$ cat src/hw/rtl/kso_pkg.sv
`timescale 1ns / 1ps

package kso_pkg;

  // Q16.16 sample
  localparam int unsigned VAL_W  = 32;
  // Q4.12 coefficient
  localparam int unsigned COEF_W = 16;
  // innovation y - yhat, exact
  localparam int unsigned INNOV_W = 33;
  localparam int unsigned PROD_W  = COEF_W + INNOV_W;
  // five products of up to 2^47 each, plus rounding headroom
  localparam int unsigned ACC_W   = 52;
  localparam int unsigned FRAC_SH = 12;

  // config bus
  localparam int unsigned PADDR_W = 6;
  localparam int unsigned PDATA_W = 64;

  // register indexes (byte address 8*i)
  localparam logic [2:0] REG_A = 3'd0;
  localparam logic [2:0] REG_B = 3'd1;
  localparam logic [2:0] REG_C = 3'd2;
  localparam logic [2:0] REG_D = 3'd3;
  localparam logic [2:0] REG_L = 3'd4;

  typedef struct packed {
    logic signed [VAL_W-1:0] drive_u;
    logic signed [VAL_W-1:0] meas_angle;
    logic signed [VAL_W-1:0] meas_rate;
  } kso_in_t;

  typedef struct packed {
    logic signed [VAL_W-1:0] est_angle;
    logic signed [VAL_W-1:0] est_rate;
    logic signed [VAL_W-1:0] pred_angle;
    logic signed [VAL_W-1:0] pred_rate;
  } kso_out_t;

endpackage

$ cat src/hw/rtl/kalman_state_observer_step.sv
`timescale 1ns / 1ps

// Two-state steady-state Kalman observer. Each request (drive_u, meas_angle,
// meas_rate) first predicts yhat = C*xhat + D*u from the stored estimate, then
// updates xhat = A*xhat + B*u + L*(y - yhat); the result carries the new
// estimate and the prediction, all Q16.16 and saturated to 32 bits. One
// 16x33-bit signed multiplier feeding a 52-bit accumulator does all sixteen
// products in turn, one per cycle. The next request is taken in the cycle
// after the result moves to the output register, so requests do not overlap
// and a stall on the output side holds off the next one. The output register
// holds the finished result while the next request is being worked.
// Coefficients are signed Q4.12, written over the APB port at byte address
// 8*i (A, B, C, D, L); write them only while idle.
// Rounding is half up (add 2^11, floor-shift by 12). The estimate resets to 0.
module kalman_state_observer_step (
  input  logic                        clk,
  input  logic                        rst,
  // sample channel
  input  logic                        sample_valid,
  output logic                        sample_stall,
  input  kso_pkg::kso_in_t            sample,
  // result channel
  output logic                        result_valid,
  input  logic                        result_stall,
  output kso_pkg::kso_out_t           result,
  // APB config
  input  logic                        psel,
  input  logic                        penable,
  input  logic                        pwrite,
  input  logic [kso_pkg::PADDR_W-1:0] paddr,
  input  logic [kso_pkg::PDATA_W-1:0] pwdata,
  output logic [kso_pkg::PDATA_W-1:0] prdata,
  output logic                        pready
);

  // accumulation groups, in issue order
  localparam logic [1:0] GRP_PRED0 = 2'd0;
  localparam logic [1:0] GRP_PRED1 = 2'd1;
  localparam logic [1:0] GRP_NEXT0 = 2'd2;
  localparam logic [1:0] GRP_NEXT1 = 2'd3;

  localparam int unsigned VW = kso_pkg::VAL_W;
  localparam int unsigned CW = kso_pkg::COEF_W;
  localparam int unsigned IW = kso_pkg::INNOV_W;
  localparam int unsigned PW = kso_pkg::PROD_W;
  localparam int unsigned AW = kso_pkg::ACC_W;
  localparam int unsigned QW = AW - kso_pkg::FRAC_SH;

  // ---------------- config registers ----------------
  logic [63:0] a_matrix;
  logic [31:0] b_vector;
  logic [63:0] c_matrix;
  logic [31:0] d_vector;
  logic [63:0] l_matrix;

  logic [2:0] reg_idx;
  logic       cfg_wr;

  assign pready  = 1'b1;
  assign reg_idx = paddr[5:3];
  assign cfg_wr  = psel & penable & pwrite;

  always_ff @(posedge clk) begin
    if (rst) begin
      a_matrix <= '0;
      b_vector <= '0;
      c_matrix <= '0;
      d_vector <= '0;
      l_matrix <= '0;
    end else if (cfg_wr) begin
      unique case (reg_idx)
        kso_pkg::REG_A: a_matrix <= pwdata;
        kso_pkg::REG_B: b_vector <= pwdata[31:0];
        kso_pkg::REG_C: c_matrix <= pwdata;
        kso_pkg::REG_D: d_vector <= pwdata[31:0];
        kso_pkg::REG_L: l_matrix <= pwdata;
        default: ;  // unmapped: ignored
      endcase
    end
  end

  always_comb begin
    unique case (reg_idx)
      kso_pkg::REG_A: prdata = a_matrix;
      kso_pkg::REG_B: prdata = {32'd0, b_vector};
      kso_pkg::REG_C: prdata = c_matrix;
      kso_pkg::REG_D: prdata = {32'd0, d_vector};
      kso_pkg::REG_L: prdata = l_matrix;
      default:        prdata = '0;
    endcase
  end

  // ---------------- control ----------------
  logic       busy;      // request taken, result not yet in output register
  logic       issuing;   // multiplier steps still to issue
  logic [3:0] step;
  logic       pend;      // result finished, waiting for output register
  logic       accept;

  assign sample_stall = busy;
  assign accept       = sample_valid & ~busy;

  // latched request and state
  logic signed [VW-1:0] drive_u;
  logic signed [VW-1:0] meas0;
  logic signed [VW-1:0] meas1;
  logic signed [VW-1:0] est0;
  logic signed [VW-1:0] est1;
  logic signed [IW-1:0] innov0;
  logic signed [IW-1:0] innov1;
  logic signed [VW-1:0] pred0;
  logic signed [VW-1:0] pred1;
  logic signed [VW-1:0] next0;
  logic signed [VW-1:0] next1;

  // ---------------- operand select ----------------
  logic signed [CW-1:0] coef_sel;
  logic signed [IW-1:0] val_sel;
  logic [1:0]           grp_sel;
  logic                 first_sel;
  logic                 last_sel;

  logic signed [IW-1:0] e0_x, e1_x, u_x;
  assign e0_x = IW'(est0);
  assign e1_x = IW'(est1);
  assign u_x  = IW'(drive_u);

  always_comb begin
    first_sel = 1'b0;
    last_sel  = 1'b0;
    unique case (step)
      4'd0:  begin coef_sel = c_matrix[15:0];  val_sel = e0_x;   first_sel = 1'b1; end
      4'd1:  begin coef_sel = c_matrix[31:16]; val_sel = e1_x;   end
      4'd2:  begin coef_sel = d_vector[15:0];  val_sel = u_x;    last_sel = 1'b1; end
      4'd3:  begin coef_sel = c_matrix[47:32]; val_sel = e0_x;   first_sel = 1'b1; end
      4'd4:  begin coef_sel = c_matrix[63:48]; val_sel = e1_x;   end
      4'd5:  begin coef_sel = d_vector[31:16]; val_sel = u_x;    last_sel = 1'b1; end
      4'd6:  begin coef_sel = a_matrix[15:0];  val_sel = e0_x;   first_sel = 1'b1; end
      4'd7:  begin coef_sel = a_matrix[31:16]; val_sel = e1_x;   end
      4'd8:  begin coef_sel = b_vector[15:0];  val_sel = u_x;    end
      4'd9:  begin coef_sel = l_matrix[15:0];  val_sel = innov0; end
      4'd10: begin coef_sel = l_matrix[31:16]; val_sel = innov1; last_sel = 1'b1; end
      4'd11: begin coef_sel = a_matrix[47:32]; val_sel = e0_x;   first_sel = 1'b1; end
      4'd12: begin coef_sel = a_matrix[63:48]; val_sel = e1_x;   end
      4'd13: begin coef_sel = b_vector[31:16]; val_sel = u_x;    end
      4'd14: begin coef_sel = l_matrix[47:32]; val_sel = innov0; end
      4'd15: begin coef_sel = l_matrix[63:48]; val_sel = innov1; last_sel = 1'b1; end
      default: begin coef_sel = '0; val_sel = '0; end
    endcase
    // innovation 1 is ready from step 8 on; step 10 is the first use
    if (step < 4'd3)       grp_sel = GRP_PRED0;
    else if (step < 4'd6)  grp_sel = GRP_PRED1;
    else if (step < 4'd11) grp_sel = GRP_NEXT0;
    else                   grp_sel = GRP_NEXT1;
  end

  // ---------------- MAC pipeline ----------------
  logic signed [PW-1:0] prod;
  logic                 p_vld, p_first, p_last;
  logic [1:0]           p_grp;
  logic signed [AW-1:0] acc;
  logic                 a_done;
  logic [1:0]           a_grp;

  always_ff @(posedge clk) begin
    prod    <= coef_sel * val_sel;
    p_first <= first_sel;
    p_last  <= last_sel;
    p_grp   <= grp_sel;
    if (p_vld) begin
      acc <= p_first ? AW'(prod) : acc + AW'(prod);
    end
    a_grp <= p_grp;
  end

  always_ff @(posedge clk) begin
    if (rst) begin
      p_vld  <= 1'b0;
      a_done <= 1'b0;
    end else begin
      p_vld  <= issuing;
      a_done <= p_vld & p_last;
    end
  end

  // rescale: add half, floor-shift, saturate
  logic signed [AW-1:0] rnd;
  logic signed [QW-1:0] quo;
  logic signed [VW-1:0] sat;

  assign rnd = acc + AW'(2048);
  assign quo = QW'(rnd >>> kso_pkg::FRAC_SH);

  always_comb begin
    if (quo > QW'(64'sd2147483647))       sat = 32'sh7fffffff;
    else if (quo < -QW'(64'sd2147483648)) sat = 32'sh80000000;
    else                                  sat = VW'(quo);
  end

  // ---------------- sequencer and result ----------------
  always_ff @(posedge clk) begin
    if (accept) begin
      drive_u <= sample.drive_u;
      meas0   <= sample.meas_angle;
      meas1   <= sample.meas_rate;
    end
    if (a_done) begin
      unique case (a_grp)
        GRP_PRED0: begin
          pred0  <= sat;
          innov0 <= IW'(meas0) - IW'(sat);
        end
        GRP_PRED1: begin
          pred1  <= sat;
          innov1 <= IW'(meas1) - IW'(sat);
        end
        GRP_NEXT0: next0 <= sat;
        GRP_NEXT1: next1 <= sat;
        default: ;
      endcase
    end
    if (pend && (!result_valid || !result_stall)) begin
      result.est_angle  <= next0;
      result.est_rate   <= next1;
      result.pred_angle <= pred0;
      result.pred_rate  <= pred1;
    end
  end

  always_ff @(posedge clk) begin
    if (rst) begin
      busy         <= 1'b0;
      issuing      <= 1'b0;
      step         <= '0;
      pend         <= 1'b0;
      result_valid <= 1'b0;
      est0         <= '0;
      est1         <= '0;
    end else begin
      if (accept) begin
        busy    <= 1'b1;
        issuing <= 1'b1;
        step    <= '0;
      end else if (issuing) begin
        step <= step + 4'd1;
        if (step == 4'd15) issuing <= 1'b0;
      end

      // last group closes: commit state, hand off to output register
      if (a_done && a_grp == GRP_NEXT1) begin
        pend <= 1'b1;
        est0 <= next0;
        est1 <= sat;
      end

      if (pend && (!result_valid || !result_stall)) begin
        pend         <= 1'b0;
        busy         <= 1'b0;
        result_valid <= 1'b1;
      end else if (result_valid && !result_stall) begin
        result_valid <= 1'b0;
      end
    end
  end

endmodule

$ cat config.mk
export PLATFORM = sky130hd
export DESIGN_NAME = kalman_state_observer_step
export DESIGN_NICKNAME = d
export VERILOG_FILES = /design/src/hw/rtl/kso_pkg.sv /design/src/hw/rtl/kalman_state_observer_step.sv
export SDC_FILE = /design/constraint.sdc
export NUM_CORES = 2
export LEC_CHECK = 0
export BUFFER_PORTS_ARGS = -buffer_cell sky130_fd_sc_hd__buf_2
export CAP_MARGIN = 25
export CORE_ASPECT_RATIO = 2
export CORE_MARGIN = 3
export CORE_UTILIZATION = 29
export CTS_BUF_LIST = sky130_fd_sc_hd__clkbuf_16
export DETAILED_ROUTE_END_ITERATION = 10
export HOLD_SLACK_MARGIN = 0.02
export PLACE_DENSITY = 0.48
export SLEW_MARGIN = 20
export SYNTH_ARGS = -nofsm -noshare
export SYNTH_HDL_FRONTEND = slang
export SYNTH_SLANG_ARGS = --single-unit
$ cat constraint.sdc
create_clock -name clk -period 11.4 [get_ports clk]
set_clock_uncertainty 0.15 [all_clocks]
set_input_delay 1.14 -clock clk [delete_from_list [all_inputs] [get_ports clk]]
set_output_delay 1.14 -clock clk [all_outputs]
set_load 0.02 [all_outputs]
==> impl_metrics.env <==
export IMPL_slowest_stage="a31oi_1"
export IMPL_grt_setup_unrepaired="no"
export IMPL_synthArstFlopShare_pct=0
export IMPL_tightest_slew_ns=1.16
export IMPL_grt_pass1_vias=47569
export IMPL_max_stage_delay_ns=0.71
export IMPL_path_max_fanout=34
export IMPL_antenna_found_initial=38
export IMPL_core_area_um2=195000
export IMPL_synth_cell_type_count=85
export IMPL_nFillCells=20226
export IMPL_cpMostUsedCell="fa_1"
export IMPL_drc=0
export IMPL_grt_start_max_net_pins=94
export IMPL_die_y_um=632
export IMPL_combPwrFrac_pct=26.2
export IMPL_multi_input_comb_area_um2=31500
export IMPL_syn_to_final_growth_pct=14.3
export IMPL_clkSlewWorstSetupHoldPaths_ns=0.07
export IMPL_wl_per_cell_um=23.6
export IMPL_cts_root_buf="clkbuf_16"
export IMPL_whs_ns=0.180
export IMPL_detailed_place_area_um2=62200
export IMPL_globalplace_congestion=0.907
export IMPL_final_max_slew_violation_count=0
export IMPL_max_slew_margin_rel_pct=22.4
export IMPL_drtAntennaViolNets=0
export IMPL_synth_ff_type="edfxtp_1"
export IMPL_syn_num_nets=6856
export IMPL_synth_top_area_share_pct=24.8
export IMPL_dp_hpwl_um=158000
export IMPL_grt_ovfl_total=0
export IMPL_clk_path_buf_depth=3
export IMPL_startpoint_type="flop"
export IMPL_seqPwrFrac_pct=40.3
export IMPL_hold_path_class="reg -> reg"
export IMPL_synth_common_cells="974 x nand2_1, 650 x inv_1, 534 x nor2_1, 503 x fa_1"
export IMPL_setup_viol=0
export IMPL_grt_first_pass_wirelength_um=305000
export IMPL_final_area_um2=65000
export IMPL_initial_utilization_pct=29.2
export IMPL_power_net_switching_uw=2850
export IMPL_vdd_drop_max_mv=0.125
export IMPL_hold_viol=0
export IMPL_synth_seq_cells=855
export IMPL_post_drt_via_cell_ratio=5.11
export IMPL_fp_dieW_um=319
export IMPL_postCtsHoldBufs=0
export IMPL_clkPwrFrac_pct=33.5
export IMPL_drive_gt1_share_pct=13.1
export IMPL_firstDrtPassIters=7
export IMPL_cts_setup_buffers=0
export IMPL_post_synth_top_count_cell="nand2_1"
export IMPL_clock_sinks=855
export IMPL_cts_resized_gates=0
export IMPL_max_freq_mhz=96.8
export IMPL_period_share_pct=90.6
export IMPL_avgSynthCellArea_um2=9.57
export IMPL_power_leakage_uw=0.0263
export IMPL_track_usage_pct=20.2
export IMPL_seq_area_um2=21800
export IMPL_synth_largest_area_cell="edfxtp_1"
export IMPL_synth_edf_count=470
export IMPL_vias=45256
export IMPL_yosys_warnings=0
export IMPL_syn_inst=5944
export IMPL_endpoint_kind="flop"
export IMPL_post_route_min_period_ns=10.33
export IMPL_htreeDepth=3
export IMPL_routed_wl_um=209000
export IMPL_maxCapViolCount=0
export IMPL_portBuffers=363
export IMPL_outcome="completed"
export IMPL_crit_type="reg -> reg"
export IMPL_clkLatencyLatePin_ns=0.70
export IMPL_nets=7143
export IMPL_rows=229
export IMPL_tritoncts="done"
export IMPL_syn_cell_area_um2=56900
export IMPL_switching_share_pct=32.9
export IMPL_ys_seq_area_share_pct=38.4
export IMPL_drtIter0Drc=3175
export IMPL_cp_buffers_inverters=8
export IMPL_fin_tns_setup_ns=0
export IMPL_ys_top_cells_by_area="edfxtp_1 25%, fa_1 18%, dfxtp_1 14%"
export IMPL_crit_arrival_ns=10.80
export IMPL_required_ns=11.87
export IMPL_p_int_uw=5820
export IMPL_pin_count=368
export IMPL_cp_top_family="adder cells"
export IMPL_dieArea_um2=202000
export IMPL_p_per_area_nw_per_um2=133
export IMPL_cts_buffers=83
-- flip-flops by register name (all words and copies together) (netlist names), 4 cells and up --
signal and count:
a_matrix 64, acc 52, b_vector 32, c_matrix 64, d_vector 32, drive_u 32
est0 32, est1 32, innov0 33, innov1 33, l_matrix 64, meas0 32
meas1 32, next0 32, next1 32, pred0 32, pred1 32, prod 49
result 128, step 4
-- power groups by stage --
stage	clock network (µW)	registers, µW	logic (µW)
2_1_floorplan	0	3530	1560
3_3_place_gp	0	3560	2250
3_5_place_dp	0	3560	2260
4_1_cts	2980	3490	2280
5_1_grt	3080	3510	2510
6_report	2900	3490	2270
-- metal layers --
metal	routed length, µm	GRT usage [%]	vias to the layer above
li1	-	-	20550
met1	71500	20.5	22558
met2	112000	38.8	1596
met3	10800	2.88	526
met4	14600	12.4	26
met5	183	0	-
-- final cells by class --
class / instances / share of cell area (%)
clock buffers: 86 / 3.31
flip-flops and latches: 855 / 33.6
multi-input cells: 4094 / 48.5
repair buffers: 521 / 4.82
inverters: 676 / 3.91
well taps: 2541 / 4.89
clock inverters: 68 / 0.964
diodes: 10 / 0.0385
-- metrics by stage --
step                power, µW  setup WS (ns)  cells  util [%]
floorplan                5080           2.62   5944         -
global placement         5810           1.32   8684      31.9
detailed placement       5820           1.29   8685      31.9
CTS                      8750           1.28   8839      33.3
global route             9100          0.865   8842      33.4
finish                   8670           1.07   8851      33.4
-- cell usage in the layout, fill, tap and decap left out, types with 148 or more instances in the layout --
cell,n
a21oi_1,468
nand2_1,973
inv_1,665
edfxtp_1,470
dfxtp_1,383
fa_1,503
ha_1,236
buf_4,148
buf_2,362
nor2_1,530
-- kinds of logic (layout without fill, tap and decap cells) --
logic type,after synthesis,count (layout),synth area share [%]
AND/OR/NAND/NOR,1879,1879,14.0
AO/OA/AOI/OAI,1218,1218,13.9
buffers and inverters,995,1351,6.64
flip-flops,855,855,38.4
adder cells (fa/ha/maj),739,739,22.9
XOR/XNOR,176,176,2.71
multiplexers,81,81,1.50
other,1,11,0.00659
-- final timing paths --
| path | end | cells after the start | slack [ns] | startpoint |
|---|---|---|---|---|
| setup / recovery | prod[48] | 31 | 1.07 | step[3] |
| hold / removal | a_grp[0] | 0 | 0.18 | p_grp[0] |
| setup reg to reg | prod[48] | 31 | 1.07 | step[3] |
| hold reg to reg | a_grp[0] | 0 | 0.18 | p_grp[0] |
Power figures use the tool's default switching activity.
